## src/design/cdte_pkg.sv

```systemverilog
// Package with the calendar constants and small helper functions of the date converter.
`timescale 1ns / 1ps

package cdte_pkg;

    localparam logic [11:0] EPOCH_YEAR   = 12'd1970;
    localparam logic [11:0] LAST_YEAR    = 12'd2099;
    localparam logic [3:0]  FIRST_MONTH  = 4'd1;
    localparam logic [3:0]  LAST_MONTH   = 4'd12;
    localparam logic [2:0]  EPOCH_WDAY   = 3'd4;
    localparam logic [2:0]  DAYS_IN_WEEK = 3'd7;
    localparam logic [4:0]  LAST_RULE    = 5'd5;
    localparam logic [8:0]  DAYS_IN_YEAR = 9'd365;
    localparam logic [16:0] SECS_PER_HOUR = 17'd3600;
    localparam logic [16:0] SECS_PER_MIN  = 17'd60;
    localparam logic [31:0] SECS_PER_DAY  = 32'd86400;

    localparam logic REQ_ABSOLUTE = 1'b0;
    localparam logic REQ_RULE     = 1'b1;

    // Days in all months before the given one, with February 29 counted in a leap year.
    function automatic logic [8:0] month_cum_days(input logic [3:0] month, input logic leap);
        logic [8:0] cum;
        begin
            case (month)
                4'd1:    cum = 9'd0;
                4'd2:    cum = 9'd31;
                4'd3:    cum = 9'd59;
                4'd4:    cum = 9'd90;
                4'd5:    cum = 9'd120;
                4'd6:    cum = 9'd151;
                4'd7:    cum = 9'd181;
                4'd8:    cum = 9'd212;
                4'd9:    cum = 9'd243;
                4'd10:   cum = 9'd273;
                4'd11:   cum = 9'd304;
                4'd12:   cum = 9'd334;
                default: cum = 9'd0;
            endcase
            // February 29 falls before every month after February in a leap year.
            if (leap && month > 4'd2) begin
                cum = cum + 9'd1;
            end
            return cum;
        end
    endfunction

    function automatic logic [4:0] month_len(input logic [3:0] month, input logic leap);
        logic [4:0] len;
        begin
            case (month)
                4'd1, 4'd3, 4'd5, 4'd7, 4'd8, 4'd10, 4'd12: len = 5'd31;
                4'd4, 4'd6, 4'd9, 4'd11:                   len = 5'd30;
                4'd2:    len = leap ? 5'd29 : 5'd28;
                default: len = 5'd0;
            endcase
            return len;
        end
    endfunction

    // Remainder by 7 by folding octal digits, since 8 is 1 modulo 7.
    function automatic logic [2:0] mod7(input logic [15:0] x);
        logic [5:0] s1;
        logic [3:0] s2;
        begin
            s1 = 6'(x[2:0]) + 6'(x[5:3]) + 6'(x[8:6]) + 6'(x[11:9]) + 6'(x[14:12])
               + 6'(x[15]);
            s2 = 4'(s1[2:0]) + 4'(s1[5:3]);
            if (s2 >= 4'(DAYS_IN_WEEK)) begin
                s2 = s2 - 4'(DAYS_IN_WEEK);
            end
            return s2[2:0];
        end
    endfunction

endpackage

```

## src/design/calendar_date_to_epoch_seconds.sv

```systemverilog
// Top level of the pipelined converter from a UTC calendar date to epoch seconds.
`timescale 1ns / 1ps

// Usage
// A transaction enters when start is high at a rising clock edge and busy is low.
// busy is held low: the pipeline takes a new transaction in every cycle, so
// the sustained rate is one transaction per clock.
// Each transaction gives exactly one result. It appears on o_epoch_seconds and
// o_bad_input for exactly one cycle, marked by o_done, once it has passed the
// five stage registers and then the output register.
// Results come out in the order the transactions went in.
// The receiver cannot stall the block, so there is no back pressure and no
// buffering beyond the pipeline registers.
// A year outside 1970 to 2099, a month outside 1 to 12, or a day of zero
// sets o_bad_input and forces o_epoch_seconds to zero.
// Mode 0 of i_req_type takes i_day as the day of the month; mode 1 takes it as
// the nth weekday (1 to 4) or the last one (5 or more) of the month.
// A synchronous active-low reset empties the pipeline: transactions in flight
// are dropped and o_done stays low until new transactions reach the output.
// Stage work: calendar lookups and constant products, day count sum, weekday
// of the first of the month, day offset, day to seconds product, final sum.
module calendar_date_to_epoch_seconds (
    input  logic        i_clk,
    input  logic        i_rst_n,
    input  logic        start,
    output logic        busy,
    input  logic        i_req_type,
    input  logic [11:0] i_year,
    input  logic [3:0]  i_month,
    input  logic [4:0]  i_day,
    input  logic [2:0]  i_week_day,
    input  logic [4:0]  i_hour,
    input  logic [5:0]  i_minute,
    input  logic [5:0]  i_second,
    output logic        o_done,
    output logic [31:0] o_epoch_seconds,
    output logic        o_bad_input
);
    import cdte_pkg::*;

    localparam int LATENCY = 6;

    // Stage 1: input checks, year and month day counts, time of day.
    logic        r_s1_vld;
    logic        r_s1_bad;
    logic        r_s1_mode;
    logic [4:0]  r_s1_day;
    logic [2:0]  r_s1_wday;
    logic [4:0]  r_s1_mlen;
    logic [15:0] r_s1_year_days;
    logic [8:0]  r_s1_cum;
    logic [16:0] r_s1_tod;

    logic        n_s1_bad;
    logic [7:0]  n_s1_yoff;
    logic        n_s1_leap;
    logic [15:0] n_s1_year_days;
    logic [16:0] n_s1_tod;

    always_comb begin
        n_s1_bad = (i_year < EPOCH_YEAR) || (i_year > LAST_YEAR) ||
                   (i_month < FIRST_MONTH) || (i_month > LAST_MONTH) || (i_day == 5'd0);
        n_s1_yoff = 8'(i_year - EPOCH_YEAR);
        // Within 1970..2099 every fourth year is leap, 2000 included.
        n_s1_leap = (i_year[1:0] == 2'd0);
        // Leap days in the years 1970 up to the one before this: (yoff + 1) / 4.
        n_s1_year_days = 16'({8'd0, n_s1_yoff} * 16'(DAYS_IN_YEAR))
                       + 16'((9'(n_s1_yoff) + 9'd1) >> 2);
        n_s1_tod = 17'(i_hour) * SECS_PER_HOUR + 17'(i_minute) * SECS_PER_MIN
                 + 17'(i_second);
    end

    always_ff @(posedge i_clk) begin
        if (!i_rst_n) begin
            r_s1_vld <= 1'b0;
        end else begin
            r_s1_vld <= start && !busy;
        end
        r_s1_bad       <= n_s1_bad;
        r_s1_mode      <= i_req_type;
        r_s1_day       <= i_day;
        r_s1_wday      <= (i_week_day == DAYS_IN_WEEK) ? 3'd0 : i_week_day;
        r_s1_mlen      <= month_len(i_month, n_s1_leap);
        r_s1_year_days <= n_s1_year_days;
        r_s1_cum       <= month_cum_days(i_month, n_s1_leap);
        r_s1_tod       <= n_s1_tod;
    end

    // Stage 2: days from the epoch to the first of the month.
    logic        r_s2_vld;
    logic        r_s2_bad;
    logic        r_s2_mode;
    logic [4:0]  r_s2_day;
    logic [2:0]  r_s2_wday;
    logic [4:0]  r_s2_mlen;
    logic [15:0] r_s2_days;
    logic [16:0] r_s2_tod;

    always_ff @(posedge i_clk) begin
        if (!i_rst_n) begin
            r_s2_vld <= 1'b0;
        end else begin
            r_s2_vld <= r_s1_vld;
        end
        r_s2_bad  <= r_s1_bad;
        r_s2_mode <= r_s1_mode;
        r_s2_day  <= r_s1_day;
        r_s2_wday <= r_s1_wday;
        r_s2_mlen <= r_s1_mlen;
        r_s2_days <= r_s1_year_days + 16'(r_s1_cum);
        r_s2_tod  <= r_s1_tod;
    end

    // Stage 3: days from the first of the month to the first wanted weekday.
    logic        r_s3_vld;
    logic        r_s3_bad;
    logic        r_s3_mode;
    logic [4:0]  r_s3_day;
    logic [2:0]  r_s3_hit;
    logic [4:0]  r_s3_mlen;
    logic [15:0] r_s3_days;
    logic [16:0] r_s3_tod;

    logic [2:0]  n_s3_fdow;
    logic [3:0]  n_s3_hit;

    always_comb begin
        n_s3_fdow = mod7(r_s2_days + 16'(EPOCH_WDAY));
        n_s3_hit  = 4'(r_s2_wday) + 4'(DAYS_IN_WEEK) - 4'(n_s3_fdow);
        if (n_s3_hit >= 4'(DAYS_IN_WEEK)) begin
            n_s3_hit = n_s3_hit - 4'(DAYS_IN_WEEK);
        end
    end

    always_ff @(posedge i_clk) begin
        if (!i_rst_n) begin
            r_s3_vld <= 1'b0;
        end else begin
            r_s3_vld <= r_s2_vld;
        end
        r_s3_bad  <= r_s2_bad;
        r_s3_mode <= r_s2_mode;
        r_s3_day  <= r_s2_day;
        r_s3_hit  <= n_s3_hit[2:0];
        r_s3_mlen <= r_s2_mlen;
        r_s3_days <= r_s2_days;
        r_s3_tod  <= r_s2_tod;
    end

    // Stage 4: total day count including the day within the month.
    logic        r_s4_vld;
    logic        r_s4_bad;
    logic [15:0] r_s4_days;
    logic [16:0] r_s4_tod;

    logic [5:0]  n_s4_offset;
    logic [4:0]  n_s4_rest;

    always_comb begin
        n_s4_rest = r_s3_mlen - 5'd1 - 5'(r_s3_hit);
        if (r_s3_mode == REQ_ABSOLUTE) begin
            n_s4_offset = 6'(r_s3_day - 5'd1);
        end else if (r_s3_day < LAST_RULE) begin
            n_s4_offset = 6'(r_s3_hit) + 6'(r_s3_day - 5'd1) * 6'(DAYS_IN_WEEK);
        end else begin
            // The last occurrence is four or three weeks after the first one.
            n_s4_offset = 6'(r_s3_hit) + ((n_s4_rest >= 5'd28) ? 6'd28 : 6'd21);
        end
    end

    always_ff @(posedge i_clk) begin
        if (!i_rst_n) begin
            r_s4_vld <= 1'b0;
        end else begin
            r_s4_vld <= r_s3_vld;
        end
        r_s4_bad  <= r_s3_bad;
        r_s4_days <= r_s3_days + 16'(n_s4_offset);
        r_s4_tod  <= r_s3_tod;
    end

    // Stage 5: days to seconds.
    logic        r_s5_vld;
    logic        r_s5_bad;
    logic [31:0] r_s5_prod;
    logic [16:0] r_s5_tod;

    always_ff @(posedge i_clk) begin
        if (!i_rst_n) begin
            r_s5_vld <= 1'b0;
        end else begin
            r_s5_vld <= r_s4_vld;
        end
        r_s5_bad  <= r_s4_bad;
        r_s5_prod <= {16'd0, r_s4_days} * SECS_PER_DAY;
        r_s5_tod  <= r_s4_tod;
    end

    // Output register: add the time of day and clear the result on bad input.
    logic        r_done;
    logic [31:0] r_epoch;
    logic        r_bad;

    always_ff @(posedge i_clk) begin
        if (!i_rst_n) begin
            r_done <= 1'b0;
        end else begin
            r_done <= r_s5_vld;
        end
        r_epoch <= r_s5_bad ? 32'd0 : (r_s5_prod + 32'(r_s5_tod));
        r_bad   <= r_s5_bad;
    end

    // Every stage advances each cycle, so the block never refuses a transaction.
    assign busy            = 1'b0;
    assign o_done          = r_done;
    assign o_epoch_seconds = r_epoch;
    assign o_bad_input     = r_bad;

`ifndef SYNTHESIS
    a_latency: assert property (@(posedge i_clk) disable iff (!i_rst_n)
        (start && !busy) |-> ##LATENCY o_done)
        else $error("accepted transaction did not complete after the pipeline latency");

    a_no_spurious: assert property (@(posedge i_clk) disable iff (!i_rst_n)
        o_done |-> $past(start && !busy, LATENCY))
        else $error("result strobe without a matching accepted transaction");

    a_bad_zero: assert property (@(posedge i_clk) disable iff (!i_rst_n)
        (o_done && o_bad_input) |-> (o_epoch_seconds == 32'd0))
        else $error("flagged result carries a nonzero value");

    a_early_year: assert property (@(posedge i_clk) disable iff (!i_rst_n)
        (start && !busy && (i_year < EPOCH_YEAR)) |-> ##LATENCY o_bad_input)
        else $error("year before the epoch was not flagged");
`endif

endmodule

```

## config.mk

```make
export PLATFORM = sky130hd
export DESIGN_NAME = calendar_date_to_epoch_seconds
export DESIGN_NICKNAME = d
export VERILOG_FILES = /design/src/design/cdte_pkg.sv /design/src/design/calendar_date_to_epoch_seconds.sv
export SDC_FILE = /design/constraint.sdc
export NUM_CORES = 1
export LEC_CHECK = 0
export ABC_AREA = 1
export BUFFER_PORTS_ARGS = -buffer_cell sky130_fd_sc_hd__buf_2
export CORE_ASPECT_RATIO = 0.6
export CORE_MARGIN = 2
export CORE_UTILIZATION = 45
export DETAILED_ROUTE_END_ITERATION = 10
export GPL_TIMING_DRIVEN = 0
export HOLD_SLACK_MARGIN = 0.06
export SYNTH_ARGS = -nofsm -noshare
export SYNTH_HDL_FRONTEND = slang
export SYNTH_SLANG_ARGS = --single-unit
```

## constraint.sdc

```tcl
create_clock -name i_clk -period 7.05 [get_ports i_clk]
set_input_delay 1.0575 -clock i_clk [delete_from_list [all_inputs] [get_ports i_clk]]
set_output_delay 1.0575 -clock i_clk [all_outputs]
set_load 0.02 [all_outputs]
```

# ---- Word level (Yosys, flattened, before mapping)
# Memory sizes are Yosys's and may differ from the RTL's.
# Cells that the tools add are included.
dict set report word_totals {
  ff_bits 269
  mem_bits_ro 144
  wordCells 106
  mem_count 1
}
dict set report classes {
  n_eq_ne 13
  n_mux 8
  n_addsub 25
  order_cmp 9
  reduce_logical 9
  multipliers 5
}
# memory words word_bits read_ports rd_clocked_by_memory_dff write_ports line
set memory_table {}
lappend memory_table {{(name not given)} 16 9 1 0 0 cdte_pkg.sv:25} ;# case (month)
# op count
set op_table {}
lappend op_table {{$add A32 B17 Y32} 1}
lappend op_table {{$mul A16 B10 Y25 const B} 1}
lappend op_table {{$eq A4 B4 Y1 const B} 5}
lappend op_table {{$add A17 B12 Y17} 1}
lappend op_table {{$add A17 B6 Y17} 1}
lappend op_table {{$add A16 B3 Y16 const B} 1}
lappend op_table {{$add A16 B6 Y16} 1}
lappend op_table {{$add A16 B7 Y16} 1}
lappend op_table {{$add A16 B9 Y16} 1}
lappend op_table {{$eq A4 B3 Y1 const B} 4}
lappend op_table {{$mul A8 B9 Y16 const B} 1}
lappend op_table {{$pmux W5 S3} 1}
lappend op_table {{$mul A5 B8 Y13 const B} 1}
lappend op_table {{$gt A12 B12 Y1 const B} 1}
lappend op_table {{$lt A12 B11 Y1 const B} 1}
lappend op_table {{$mux W6} 2}
lappend op_table {{$mul A6 B4 Y10 const B} 1}
lappend op_table {{$add A8 B1 Y9 const B} 1}
lappend op_table {{$add A9 B1 Y9 const B} 1}
lappend op_table {{$mux W9} 1}
lappend op_table {{$add A3 B3 Y4} 2}
lappend op_table {{$eq A4 B2 Y1 const B} 2}
lappend op_table {{$ge A4 B3 Y1 const B} 2}
lappend op_table {{$sub A8 B8 Y8 const B} 1}
lappend op_table {{29 further kinds} 34}

# ---- Logic depth before layout (Yosys ltp)
# Gate-level depths: netlist (run 1).
dict set report logic_depth {
  depth_word 12
  mapped_depth 29
}

# ---- Worst setup path after synthesis (run 1)
# Ideal clock, no wire load.
dict set report synth_path {
  kind {register to register}
  from {register r_s2_days[4]}
  to {register r_s3_hit[0]}
  setup_slack_ns 1.320
  stages_incl_launch_ff 28
  required_time_ns 6.930
  t_arrival_ns 5.610
  synth_period_minus_slack_ns 5.730
  path_cell_list {dfxtp_1 -> nand2_1 -> nor2_1 -> nand3_1 -> nor3b_2 -> xor2_1 -> fa_1 -> inv_1 -> fa_1 -> fa_1 -> inv_1 -> ha_1 -> fa_1 -> xor2_1 -> ha_1 -> fa_1 -> ha_1 -> nand2_1 -> nand2_1 -> xnor2_1 -> ha_1 -> inv_1 -> fa_1 -> inv_1 -> ha_1 -> nand2_1 -> nand2_1 -> xor2_1}
}
dict set report synth_via {
  elab_chain_len 12
  elab_cells_between_ends 14
  cone_classes {10 x add/sub; 2 x order compare; 2 x mux}
}
# item line
set synth_rtl {}
lappend synth_rtl {{from (decl)} calendar_date_to_epoch_seconds.sv:96} ;# logic [15:0] r_s2_days;
lappend synth_rtl {{from (signal assigned)} calendar_date_to_epoch_seconds.sv:110} ;# r_s2_days <= r_s1_year_days + 16'(r_s1_cum);
lappend synth_rtl {{$add A16 B3 Y16 *} calendar_date_to_epoch_seconds.sv:128} ;# n_s3_fdow = mod7(r_s2_days + 16'(EPOCH_WDAY));
lappend synth_rtl {{$add A3 B3 Y4} cdte_pkg.sv:66} ;# s1 = 6'(x[2:0]) + 6'(x[5:3]) + 6'(x[8:6]) + 6'(x[11:9]) + 6'(x[14:12])
lappend synth_rtl {{$add A4 B3 Y5} cdte_pkg.sv:66}
lappend synth_rtl {{$add A5 B3 Y6} cdte_pkg.sv:66}
lappend synth_rtl {{$add A6 B3 Y6} cdte_pkg.sv:66}
lappend synth_rtl {{$add A6 B1 Y6 *} cdte_pkg.sv:67} ;# + 6'(x[15]);
lappend synth_rtl {{$add A3 B3 Y4 *} cdte_pkg.sv:68} ;# s2 = 4'(s1[2:0]) + 4'(s1[5:3]);
lappend synth_rtl {{$ge A4 B3 Y1 / $sub A3 B3 Y3 (equally long branches)} {cdte_pkg.sv:69, cdte_pkg.sv:70}}
lappend synth_rtl {{$mux W3 *} cdte_pkg.sv:69} ;# if (s2 >= 4'(DAYS_IN_WEEK)) begin
lappend synth_rtl {{$sub A4 B3 Y4 *} calendar_date_to_epoch_seconds.sv:129} ;# n_s3_hit = 4'(r_s2_wday) + 4'(DAYS_IN_WEEK) - 4'(n_s3_fdow);
lappend synth_rtl {{$ge A4 B3 Y1 / $sub A3 B3 Y3 (equally long branches)} {calendar_date_to_epoch_seconds.sv:130, calendar_date_to_epoch_seconds.sv:131}}
lappend synth_rtl {{$mux W3 *} calendar_date_to_epoch_seconds.sv:130} ;# if (n_s3_hit >= 4'(DAYS_IN_WEEK)) begin
lappend synth_rtl {{net n_s3_hit[0]} calendar_date_to_epoch_seconds.sv:125} ;# logic [3:0] n_s3_hit;
lappend synth_rtl {{to (signal assigned)} calendar_date_to_epoch_seconds.sv:144} ;# r_s3_hit <= n_s3_hit[2:0];
lappend synth_rtl {{to (decl)} calendar_date_to_epoch_seconds.sv:119} ;# logic [2:0] r_s3_hit;
# The timed path passes the listed nets; every way through them passes the cells marked *.
# A chain may end at the register's enable or synchronous reset.

# ---- Final worst setup path (run 1)
dict set report layout_path {
  from {register r_s2_days[4]}
  to {register r_s3_hit[1]}
}
# Same word-level chain as after synthesis.

==> impl_results.rst, run 1 <==
.. list-table::
   :header-rows: 1

   * - Metric
     - Value
   * - Run status
     - completed
   * - Top cell by count, worst path
     - sky130_fd_sc_hd__fa_1
   * - Crit path kind
     - flop to flop
   * - Cell class contributing the biggest share of worst-path delay
     - adder cells
   * - Share of layout cells above drive strength 1
     - a little under 9%
   * - Slowest Stage Delay on Critical Path
     - 0.52 ns
   * - Detailed placer's ending HPWL
     - about 28000 um
   * - Average wire per standard cell
     - around 13 um
   * - Worst clock skew on the final layout
     - approximately 0.017 ns
   * - Worst reg2reg path endpoint
     - r_s3_hit[1]
   * - Syn_area_per_cell
     - about 8.6 um^2
   * - Crit path max fanout
     - 4
   * - First-pass GRT wire length
     - 57300 um
   * - Critical Path AT
     - between 7 and 8 ns
   * - CP max-delay cell
     - sky130_fd_sc_hd__fa_1
   * - Starting density of the core
     - between 40 and 50%
   * - Yosys top cell by area
     - sky130_fd_sc_hd__dfxtp_1
   * - Growth of design area from synthesis to finish
     - 11.6%
   * - Worst min-delay path startpoint
     - r_s2_bad
   * - DRC errors left
     - 0
   * - PortBufs
     - 77
   * - Number of antenna violations at the first check in global routing
     - 0
   * - Total global routing track utilization
     - between 15 and 20%
   * - Number of buffers created by CTS
     - 26
   * - Share of flip-flops with an asynchronous set or reset
     - 0%
   * - Final core utilization
     - about half
   * - Max Cap Viol
     - 0
   * - Number of flops mapped to enable cells by yosys
     - 0
   * - DIE AREA
     - between 30000 and 40000 um^2
   * - Mapped Cells
     - between 1.5k and 2k
   * - Setup repair after global routing missed its margin
     - no
   * - Average vias per placed instance
     - roughly 4.8
   * - Filler cell count in the final layout
     - 3339
   * - # hold bufs at CTS
     - 0
   * - Area taken by multi-input logic gates
     - slightly below 10000 um^2
   * - Unique cell type count in the Yosys netlist
     - between 50 and 60
   * - Skew-Pair Late Insertion Delay
     - 0.56 ns
   * - Sequential cell area
     - ~5300 um^2
   * - Proportion of netlist area held by the largest area contributor
     - roughly 32%
   * - Number of warnings printed during yosys synthesis
     - 0
   * - Post-Syn Area
     - between 15000 and 20000 um^2
   * - Required time of the worst setup path
     - about 7.5 ns
   * - Setup slack of the worst register-to-register path
     - approximately 0.40 ns
   * - Launching element type of the critical path
     - flop
   * - Number of rows in the core area
     - 54
   * - Class of the most critical hold timing path
     - flop to flop
   * - Root Buffer Master
     - sky130_fd_sc_hd__clkbuf_16
   * - Number of synthesized register bits
     - roughly 260
   * - Actual transition at the worst max-transition pin
     - 0.708 ns
   * - Final period utilization
     - a little over nine tenths
   * - Clock tree from TritonCTS
     - built
   * - Clock input transition at the sequential cells of the worst setup and hold paths
     - approximately 0.070 ns
   * - Final Net Count
     - around 2.4k
   * - Min Tclk post-route
     - 6.65 ns
   * - Hold Path Depth
     - 0
   * - Number of global-route vias before repair
     - around 12k
   * - Diode count
     - 0
   * - Endpoint kind of the worst setup timing path
     - flop
   * - Pin count of the biggest net entering global routing
     - 17
   * - Ports
     - 80
   * - Sinks on Clock Net
     - around 260
   * - Total via count after detailed routing
     - between 10k and 15k
   * - Final TNS setup
     - 0 ns
   * - Global route overflow
     - 0
   * - Total Wirelength
     - ~33000 um
   * - Slew Limit Fails
     - 0
   * - Worst flop-to-flop path startpoint
     - r_s2_days[4]
   * - H-Tree Depth
     - 1
   * - Top cells by area, synth
     - sky130_fd_sc_hd__dfxtp_1 32%, sky130_fd_sc_hd__ha_1 19%, sky130_fd_sc_hd__fa_1 11%, sky130_fd_sc_hd__inv_1 8.2%, sky130_fd_sc_hd__nand2_1 7.4%
   * - Worst hold path endpoint
     - r_s3_bad
   * - Worst relative slew slack
     - between 50% and 60%
   * - Final Wtd Congestion
     - just over 0.9
   * - Number of iterations in the first detailed-routing pass
     - 5
   * - Highest clock frequency the design can meet
     - 150 MHz
   * - Final setup vio count
     - 0
   * - Max Root-Sink Buffers
     - 3
   * - Vert. Die Dim
     - between 150 and 200 um
   * - Routed Antenna Nets
     - 0
   * - Horizontal die dimension
     - 251 um
   * - Leading register cell type out of synthesis
     - sky130_fd_sc_hd__dfxtp_1
   * - Core footprint
     - about 36000 um^2
   * - Violation count after the first detailed-routing iteration
     - a little over 800
   * - Post-synthesis net count
     - 2281
   * - Portion of the post-synthesis area used by sequential elements
     - 32.0%
   * - Final Hold Violating Endpoints
     - 0
   * - Crit path buffers/inverters
     - 4
   * - Worst-case reg-to-reg path depth
     - 27
[Yosys cell counts (2+ instances only)]
master,instances
sky130_fd_sc_hd__inv_1,360
sky130_fd_sc_hd__nand2_1,323
sky130_fd_sc_hd__dfxtp_1,263
sky130_fd_sc_hd__ha_1,245
sky130_fd_sc_hd__nor2_1,113
sky130_fd_sc_hd__a21oi_1,97
sky130_fd_sc_hd__fa_1,87
sky130_fd_sc_hd__nand3_1,86
sky130_fd_sc_hd__xor2_1,77
sky130_fd_sc_hd__o21ai_0,48
sky130_fd_sc_hd__xnor2_1,41
sky130_fd_sc_hd__nand4_1,22
sky130_fd_sc_hd__nor3_1,16
sky130_fd_sc_hd__nand2_2,10
sky130_fd_sc_hd__o211ai_1,10
sky130_fd_sc_hd__a21o_1,8
sky130_fd_sc_hd__inv_2,8
sky130_fd_sc_hd__o21ai_1,8
sky130_fd_sc_hd__a31oi_1,7
sky130_fd_sc_hd__o21bai_1,7
sky130_fd_sc_hd__or2_2,7
sky130_fd_sc_hd__nand3b_1,6
sky130_fd_sc_hd__o21a_1,5
sky130_fd_sc_hd__a21boi_0,4
sky130_fd_sc_hd__nor2_2,4
sky130_fd_sc_hd__nor3_2,4
sky130_fd_sc_hd__o21ai_2,4
sky130_fd_sc_hd__clkbuf_1,3
sky130_fd_sc_hd__xor2_2,3
sky130_fd_sc_hd__inv_4,2
sky130_fd_sc_hd__nand2_4,2
sky130_fd_sc_hd__nor2_4,2
sky130_fd_sc_hd__nor3b_1,2
[worst max-delay path by stage]
| stage | start | endpoint | cells past startpoint | slack, ns |
|---|---|---|---|---|
| floorplan | r_s2_days[4] | r_s3_hit[0] | 27 | 1.32 |
| global placement | r_s2_days[4] | r_s3_hit[1] | 27 | 0.48 |
| detailed placement | r_s2_days[4] | r_s3_hit[1] | 27 | 0.33 |
| CTS | r_s2_days[4] | r_s3_hit[1] | 27 | 0.28 |
| global route | r_s2_days[4] | r_s3_hit[1] | 27 | 0.005 |
| finish | r_s2_days[4] | r_s3_hit[1] | 27 | 0.40 |
[layout make-up]
class / instances / share of cell area (%)
multi-input combinational: 1265 / 53.1
sequential: 263 / 28.7
inverter: 370 / 7.60
clock buffer: 31 / 3.70
tap: 476 / 3.25
timing repair buffer: 77 / 2.10
clock inverter: 16 / 1.34
buffer: 6 / 0.191
[sequential cells by signal (all words and copies together), names as in the netlist, 5 cells and up]
register / count
r_s2_day: 5
r_s3_tod: 17
o_epoch_seconds: 32
r_s4_days: 16
r_s1_tod: 17
r_s1_day: 5
r_s1_year_days: 16
r_s2_tod: 17
r_s3_day: 5
r_s1_cum: 9
r_s3_days: 16
r_s4_tod: 17
r_s5_tod: 17
r_s2_days: 16
r_s5_prod: 25
[worst reg2reg max path, delay by kind of cell, from the launching register on]
family / cells / cell delay (ns)
AND/OR/NAND/NOR: 8 / 1.05
XOR/XNOR: 3 / 0.47
adder cells (fa/ha/maj): 11 / 3.92
buffers and inverters: 4 / 0.21
AO/OA/AOI/OAI: 1 / 0.43
flip-flops: 1 / 0.42
[what timing repair did]
item | CTS | global route
buffers inserted | 0 | 0
setup endpoints to repair | 0 | 2
gates resized for setup | 0 | 2
[routing by layer]
layer | global-route usage (%) | share of wire, %
met1 | 29.9 | 57
met5 | 0 | 0
met4 | 2.48 | 1.1
met2 | 24.6 | 37
met3 | 3.14 | 5.4
[kinds of logic after synthesis]
kind of cell / share of synthesized area [%]
simple gates: 16.0
compound gates: 7.23
other cells: 0.0228
xor+xnor: 6.75
buf+inv: 8.70
fa+ha+maj: 29.3
flops: 32.0
[per-stage QoR]
step / worst slack [ns] / cells / cell area [um^2] / hold WS, ns
2_1_floorplan: 1.32 / 1904 / 16400 / 0.310
3_3_place_gp: 0.478 / 2457 / 17400 / 0.310
3_5_place_dp: 0.326 / 2457 / 17400 / 0.312
4_1_cts: 0.279 / 2504 / 18300 / 0.326
5_1_grt: 0.00481 / 2504 / 18300 / 0.331
6_report: 0.400 / 2504 / 18300 / 0.322
[cell usage in the layout, fill, tap and decap left out, types with 5 or more instances in the layout]
cell	n
sky130_fd_sc_hd__dfxtp_1	263
sky130_fd_sc_hd__nand2_1	323
sky130_fd_sc_hd__or2_2	7
sky130_fd_sc_hd__clkbuf_1	7
sky130_fd_sc_hd__a21o_1	8
sky130_fd_sc_hd__nand2_2	10
sky130_fd_sc_hd__o211ai_1	10
sky130_fd_sc_hd__o21a_1	5
sky130_fd_sc_hd__o21bai_1	7
sky130_fd_sc_hd__a31oi_1	7
sky130_fd_sc_hd__o21ai_0	47
sky130_fd_sc_hd__nor3_1	16
sky130_fd_sc_hd__xnor2_1	41
sky130_fd_sc_hd__xor2_1	76
sky130_fd_sc_hd__ha_1	245
sky130_fd_sc_hd__buf_2	78
sky130_fd_sc_hd__nand3b_1	6
sky130_fd_sc_hd__inv_1	360
sky130_fd_sc_hd__fa_1	87
sky130_fd_sc_hd__inv_2	8
sky130_fd_sc_hd__nand4_1	22
sky130_fd_sc_hd__nand3_1	86
sky130_fd_sc_hd__clkbuf_16	26
sky130_fd_sc_hd__nor2_1	113
sky130_fd_sc_hd__a21oi_1	97
sky130_fd_sc_hd__o21ai_1	9
Power of run 1 is left out: the tool's default activity adds up to more than one toggle a clock period on the data nets, which glitch-free logic cannot reach.
==> run 2, diff against run 1 <==
--- a/config.mk
+++ b/config.mk
@@ -13,6 +13,8 @@
 export DETAILED_ROUTE_END_ITERATION = 10
 export GPL_TIMING_DRIVEN = 0
 export HOLD_SLACK_MARGIN = 0.06
+export MAX_ROUTING_LAYER = met4
+export SLEW_MARGIN = 20
 export SYNTH_ARGS = -nofsm -noshare
 export SYNTH_HDL_FRONTEND = slang
 export SYNTH_SLANG_ARGS = --single-unit
==> run 2 against run 1 <==
Die area did not move. Worst hold slack improved by 0.0011 ns. Routed wire length fell by 0.36%. Register-to-register slack improved by 0.08 ns. Final cell count fell by 0.20%. Design area fell by 0.60%. Clock-buffer cell count fell by 2. Setup slack improved by 0.083 ns. Sequential share of layout area rose by 0.17 points. Sequential cell count did not move. First-iteration DRC count fell by 16%. Core utilization fell by 0.30 points.
==> impl_results.rst, run 2 (same netlist as run 1, synthesis figures left out) <==
.. list-table::
   :header-rows: 1

   * - Metric
     - Value
   * - GR met2 Demand/Resource
     - 24.1%
   * - Violation count after the first detailed-routing iteration
     - between 600 and 700
   * - Number of buffers created by CTS
     - 25
   * - Setup repair after global routing missed its margin
     - no
   * - Number of antenna violations at the first check in global routing
     - 0
   * - Final period utilization
     - ~93%
   * - Clock input transition at the sequential cells of the worst setup and hold paths
     - roughly 0.070 ns
   * - Number of flip-flops under the largest register name
     - 32
   * - Worst hold path endpoint
     - r_s3_tod[9]
   * - Met3 usage in global routing
     - 3.15%
   * - Total global routing track utilization
     - a little under a fifth
   * - Max Cap Viol
     - 0
   * - Worst-case reg-to-reg path depth
     - 27
   * - Most used cells in the layout excluding fill and tap cells
     - 360 x sky130_fd_sc_hd__inv_1, 323 x sky130_fd_sc_hd__nand2_1, 263 x sky130_fd_sc_hd__dfxtp_1
   * - Setup slack of the worst register-to-register path
     - 0.48 ns
   * - CTS resizes
     - 0
   * - DRC errors left
     - 0
   * - DIE AREA
     - about 38000 um^2
   * - Sinks on Clock Net
     - 263
   * - Detailed placer's ending HPWL
     - between 20000 and 30000 um
   * - Crit path max fanout
     - 4
   * - Worst relative slew slack
     - a little over half
   * - H-Tree Depth
     - 1
   * - Global routing usage on met1
     - 29.6%
   * - Actual transition at the worst max-transition pin
     - 0.671 ns
   * - Final setup vio count
     - 0
   * - CP max-delay cell
     - sky130_fd_sc_hd__fa_1
   * - Final Net Count
     - approximately 2.4k
   * - Diode count
     - 0
   * - Setup fix buffers added after clock tree synthesis
     - 0
   * - Filler cell count in the final layout
     - 3423
   * - Growth of design area from synthesis to finish
     - 11.0%
   * - Final Hold Violating Endpoints
     - 0
   * - Clock tree from TritonCTS
     - built
   * - Number of global-route vias before repair
     - around 12k
   * - Final TNS setup
     - 0 ns
   * - Max Root-Sink Buffers
     - 3
   * - Ports
     - 80
   * - Worst reg2reg path endpoint
     - r_s3_hit[0]
   * - Vert. Die Dim
     - roughly 150 um
   * - Core footprint
     - around 36000 um^2
   * - PortBufs
     - 77
   * - Most common cell after layout, fill and taps aside
     - sky130_fd_sc_hd__inv_1
   * - Hold Path Depth
     - 0
   * - Horizontal die dimension
     - between 200 and 300 um
   * - Top cell by count, worst path
     - sky130_fd_sc_hd__fa_1
   * - First-pass GRT wire length
     - between 50000 and 60000 um
   * - Worst flop-to-flop path startpoint
     - r_s2_days[4]
   * - Average vias per placed instance
     - 4.72
   * - Most crowded layer after global routing
     - met1
   * - Class of the most critical hold timing path
     - flop to flop
   * - Slowest Stage Delay on Critical Path
     - around 0.52 ns
   * - Average wire per standard cell
     - between 10 and 15 um
   * - Total via count after detailed routing
     - between 10k and 15k
   * - Critical Path AT
     - about 7 ns
   * - Global route overflow
     - 0
   * - Endpoint kind of the worst setup timing path
     - flop
   * - Number of iterations in the first detailed-routing pass
     - 5
   * - Root Buffer Master
     - sky130_fd_sc_hd__clkbuf_16
   * - Launching element type of the critical path
     - flop
   * - Highest clock frequency the design can meet
     - ~150 MHz
   * - Required time of the worst setup path
     - 7.44 ns
   * - Pin count of the biggest net entering global routing
     - 17
   * - Run status
     - completed
   * - Skew-Pair Late Insertion Delay
     - 0.55 ns
   * - Number of rows in the core area
     - 54
   * - Worst clock skew on the final layout
     - about 0.012 ns
   * - Worst min-delay path startpoint
     - r_s2_tod[9]
   * - Share of layout cells above drive strength 1
     - under 10%
   * - Min Tclk post-route
     - between 6 and 7 ns
   * - Starting density of the core
     - roughly 45%
   * - Routed Antenna Nets
     - 0
   * - # hold bufs at CTS
     - 0
   * - Crit path kind
     - flop to flop
   * - Slew Limit Fails
     - 0
   * - Final Wtd Congestion
     - between 0.9 and 1
   * - Total Wirelength
     - around 33000 um
-- run 2: area by class of cell --
cell class	instances	area, um^2	share of cell area [%]
Multi-Input combinational cell	1265	9740	53.4
Buffer	6	35.0	0.192
Timing Repair Buffer	77	385	2.11
Clock inverter	13	163	0.892
Inverter	370	1390	7.64
Tap cell	476	596	3.27
Clock buffer	29	661	3.62
Sequential cell	263	5270	28.9
-- run 2: critical path, delay by kind of cell, from the launching register on --
kind | cells | cell delay, ns
adders and majority gates | 11 | 3.87
and+or+nand+nor | 8 | 0.99
xor gates and xnor gates | 4 | 0.91
DFF | 1 | 0.42
buffers and inverters | 4 | 0.21
-- run 2: worst max-delay path by stage --
stage | startpoint | end | depth (start not counted)
2_1_floorplan | r_s2_days[4] | r_s3_hit[0] | 27
3_3_place_gp | r_s2_days[4] | r_s3_hit[1] | 27
3_5_place_dp | r_s2_days[4] | r_s3_hit[1] | 27
4_1_cts | r_s2_days[4] | r_s3_hit[1] | 27
5_1_grt | r_s2_days[4] | r_s3_hit[0] | 27
6_report | r_s2_days[4] | r_s3_hit[0] | 27
-- run 2: per-layer routing --
metal,up-vias,wire [um]
li1,6238,-
met1,5275,18800
met2,253,11800
met3,30,1970
met4,0,372
met5,-,0
-- run 2: per-stage QoR --
stage	std cells	cell area [um^2]	hold WS [ns]	worst slack, ns	utilization, %
2_1_floorplan	1904	16400	0.310	1.32	-
3_3_place_gp	2457	17400	0.310	0.483	48.2
3_5_place_dp	2457	17400	0.312	0.350	48.2
4_1_cts	2499	18200	0.326	0.292	50.4
5_1_grt	2499	18200	0.331	0.0429	50.4
6_report	2499	18200	0.323	0.482	50.4
Power of run 2 is left out for the same reason.
==> run 3, diff against run 2 <==
--- a/config.mk
+++ b/config.mk
@@ -7,6 +7,8 @@
 export LEC_CHECK = 0
 export ABC_AREA = 1
 export BUFFER_PORTS_ARGS = -buffer_cell sky130_fd_sc_hd__buf_2
+export CELL_PAD_IN_SITES_DETAIL_PLACEMENT = 0
+export CELL_PAD_IN_SITES_GLOBAL_PLACEMENT = 1
 export CORE_ASPECT_RATIO = 0.6
 export CORE_MARGIN = 2
 export CORE_UTILIZATION = 45
@@ -14,6 +16,7 @@
 export GPL_TIMING_DRIVEN = 0
 export HOLD_SLACK_MARGIN = 0.06
 export MAX_ROUTING_LAYER = met4
+export PLACE_DENSITY_LB_ADDON = 0.1
 export SLEW_MARGIN = 20
 export SYNTH_ARGS = -nofsm -noshare
 export SYNTH_HDL_FRONTEND = slang
==> run 3 against run 2 <==
Register-to-register slack got worse by 0.08 ns. Final cell count rose by 0.16%. Critical endpoint is now r_s3_hit[1]. Core utilization up 0.062 points. Die area unchanged. Maximum frequency decreased by 1.2%. Clock skew up 0.015 ns. Sequential cell count is the same. Design area is 0.12% higher. Via count decreased by 0.47%. Routed wire length up 1.1%.
==> impl_results.rst, run 3 (same netlist as run 1, synthesis figures left out) <==
.. list-table::
   :header-rows: 1

   * - Metric
     - Value
   * - Run status
     - completed
   * - Number of iterations in the first detailed-routing pass
     - 8
   * - Sum of met3 wire segment lengths after detailed routing
     - around 1400 um
   * - Total via count after detailed routing
     - ~12k
   * - Crit path kind
     - flop to flop
   * - First-pass GRT wire length
     - 57300 um
   * - Total Wirelength
     - around 33000 um
   * - Routed Antenna Nets
     - 0
   * - # hold bufs at CTS
     - 0
   * - Root Buffer Master
     - sky130_fd_sc_hd__clkbuf_16
   * - Most common cell after layout, fill and taps aside
     - sky130_fd_sc_hd__inv_1
   * - Final design area excluding fillers
     - about 18000 um^2
   * - Final TNS setup
     - 0 ns
   * - Post-route setup slack
     - approximately 0.40 ns
   * - Starting density of the core
     - 45.5%
   * - Violation count after the first detailed-routing iteration
     - 640
   * - Final Wtd Congestion
     - between 0.9 and 1
   * - Worst clock skew on the final layout
     - approximately 0.027 ns
   * - Top cell by count, worst path
     - sky130_fd_sc_hd__fa_1
   * - CTS resizes
     - 0
   * - Most used cells in the layout excluding fill and tap cells
     - 360 x sky130_fd_sc_hd__inv_1, 323 x sky130_fd_sc_hd__nand2_1, 263 x sky130_fd_sc_hd__dfxtp_1
   * - Diode count
     - 0
   * - Number of buffers created by CTS
     - 26
   * - Cell class contributing the biggest share of worst-path delay
     - adder cells
   * - Top routing layer in use
     - met4
   * - Growth of design area from synthesis to finish
     - 11.1%
   * - Total global routing track utilization
     - about a fifth
   * - Total length of routed met2 wires
     - 12200 um
   * - H-Tree Depth
     - 1
   * - PortBufs
     - slightly below 80
   * - Critical Path AT
     - approximately 7 ns
   * - Setup repair after global routing missed its margin
     - no
   * - Placed standard-cell area
     - around 17000 um^2
   * - Crit path buffers/inverters
     - 4
   * - Core footprint
     - 36100 um^2
   * - Setup fix buffers added after clock tree synthesis
     - 0
   * - Max Root-Sink Buffers
     - 3
   * - Max Cap Viol
     - 0
   * - Final setup vio count
     - 0
   * - Horizontal die dimension
     - about 250 um
   * - Skew-Pair Late Insertion Delay
     - about 0.56 ns
   * - Worst relative slew slack
     - 55.3%
   * - Number of global-route vias before repair
     - 11.6k
   * - Endpoint kind of the worst setup timing path
     - flop
   * - Average wire per standard cell
     - ~13 um
   * - Share of layout cells above drive strength 1
     - 8.68%
   * - Post-Route Hold Slack
     - 0.323 ns
   * - Actual transition at the worst max-transition pin
     - roughly 0.66 ns
   * - Average vias per placed instance
     - approximately 4.7
   * - DIE AREA
     - around 38000 um^2
   * - Final Hold Violating Endpoints
     - 0
   * - Ports
     - 80
   * - Min Tclk post-route
     - between 6 and 7 ns
   * - CP max-delay cell
     - sky130_fd_sc_hd__o21ai_0
   * - Crit path max fanout
     - 4
   * - Pin count of the biggest net entering global routing
     - 16
   * - Pre-CTS setup slack
     - roughly 0.46 ns
   * - Final Net Count
     - around 2.4k
   * - Global route overflow
     - 0
   * - Slowest Stage Delay on Critical Path
     - 0.56 ns
   * - Number of rows in the core area
     - 54
   * - Required time of the worst setup path
     - 7.43 ns
   * - Clock input transition at the sequential cells of the worst setup and hold paths
     - roughly 0.06 ns
   * - Number of flip-flops under the largest register name
     - 32
   * - Class of the most critical hold timing path
     - flop to flop
   * - Met1 Wirelength
     - a little under 20000 um
   * - DRC errors left
     - 0
   * - Number of antenna violations at the first check in global routing
     - 0
   * - Highest clock frequency the design can meet
     - between 150 and 200 MHz
   * - Detailed placer's ending HPWL
     - 28100 um
   * - Vert. Die Dim
     - 152 um
   * - Final period utilization
     - 94.3%
   * - Sinks on Clock Net
     - 263
   * - Clock tree from TritonCTS
     - built
   * - Launching element type of the critical path
     - flop
   * - Slew Limit Fails
     - 0
-- run 3: cell count changes in the layout (fill, tap and decap cells not counted), sizes merged --
cell / before / now
bufinv: 2 / 1
clkbuf: 32 / 38
clkinv: 4 / 5
inv: 373 / 371
-- run 3: final cells by class --
cell class | count | area (um^2)
tap | 476 | 596
multi-input combinational | 1265 | 9740
timing repair buffer | 77 | 385
inverter | 370 | 1390
clock inverter | 11 | 111
buffer | 6 | 35.0
fill | 3428 | 17900
sequential | 263 | 5270
clock buffer | 35 | 734
-- run 3: final timing paths --
kind                     start           to  slack [ns]  cells after the start
setup / recovery  r_s2_days[4]  r_s3_hit[1]        0.40                     27
setup reg to reg  r_s2_days[4]  r_s3_hit[1]        0.40                     27
hold / removal     r_s1_tod[8]  r_s2_tod[8]        0.32                      0
hold reg to reg    r_s1_tod[8]  r_s2_tod[8]        0.32                      0
-- run 3: metrics by stage --
| stage | utilization [%] | std cells |
|---|---|---|
| 2_1_floorplan | - | 1904 |
| 3_3_place_gp | 48.2 | 2457 |
| 3_5_place_dp | 48.2 | 2457 |
| 4_1_cts | 50.5 | 2503 |
| 5_1_grt | 50.5 | 2503 |
| 6_report | 50.5 | 2503 |
-- run 3: layer usage --
layer	track usage (%)	vias up
met3	2.50	33
li1	-	6237
met2	25.3	200
met4	2.74	0
met5	-	-
met1	29.9	5271
Power of run 3 is left out for the same reason.
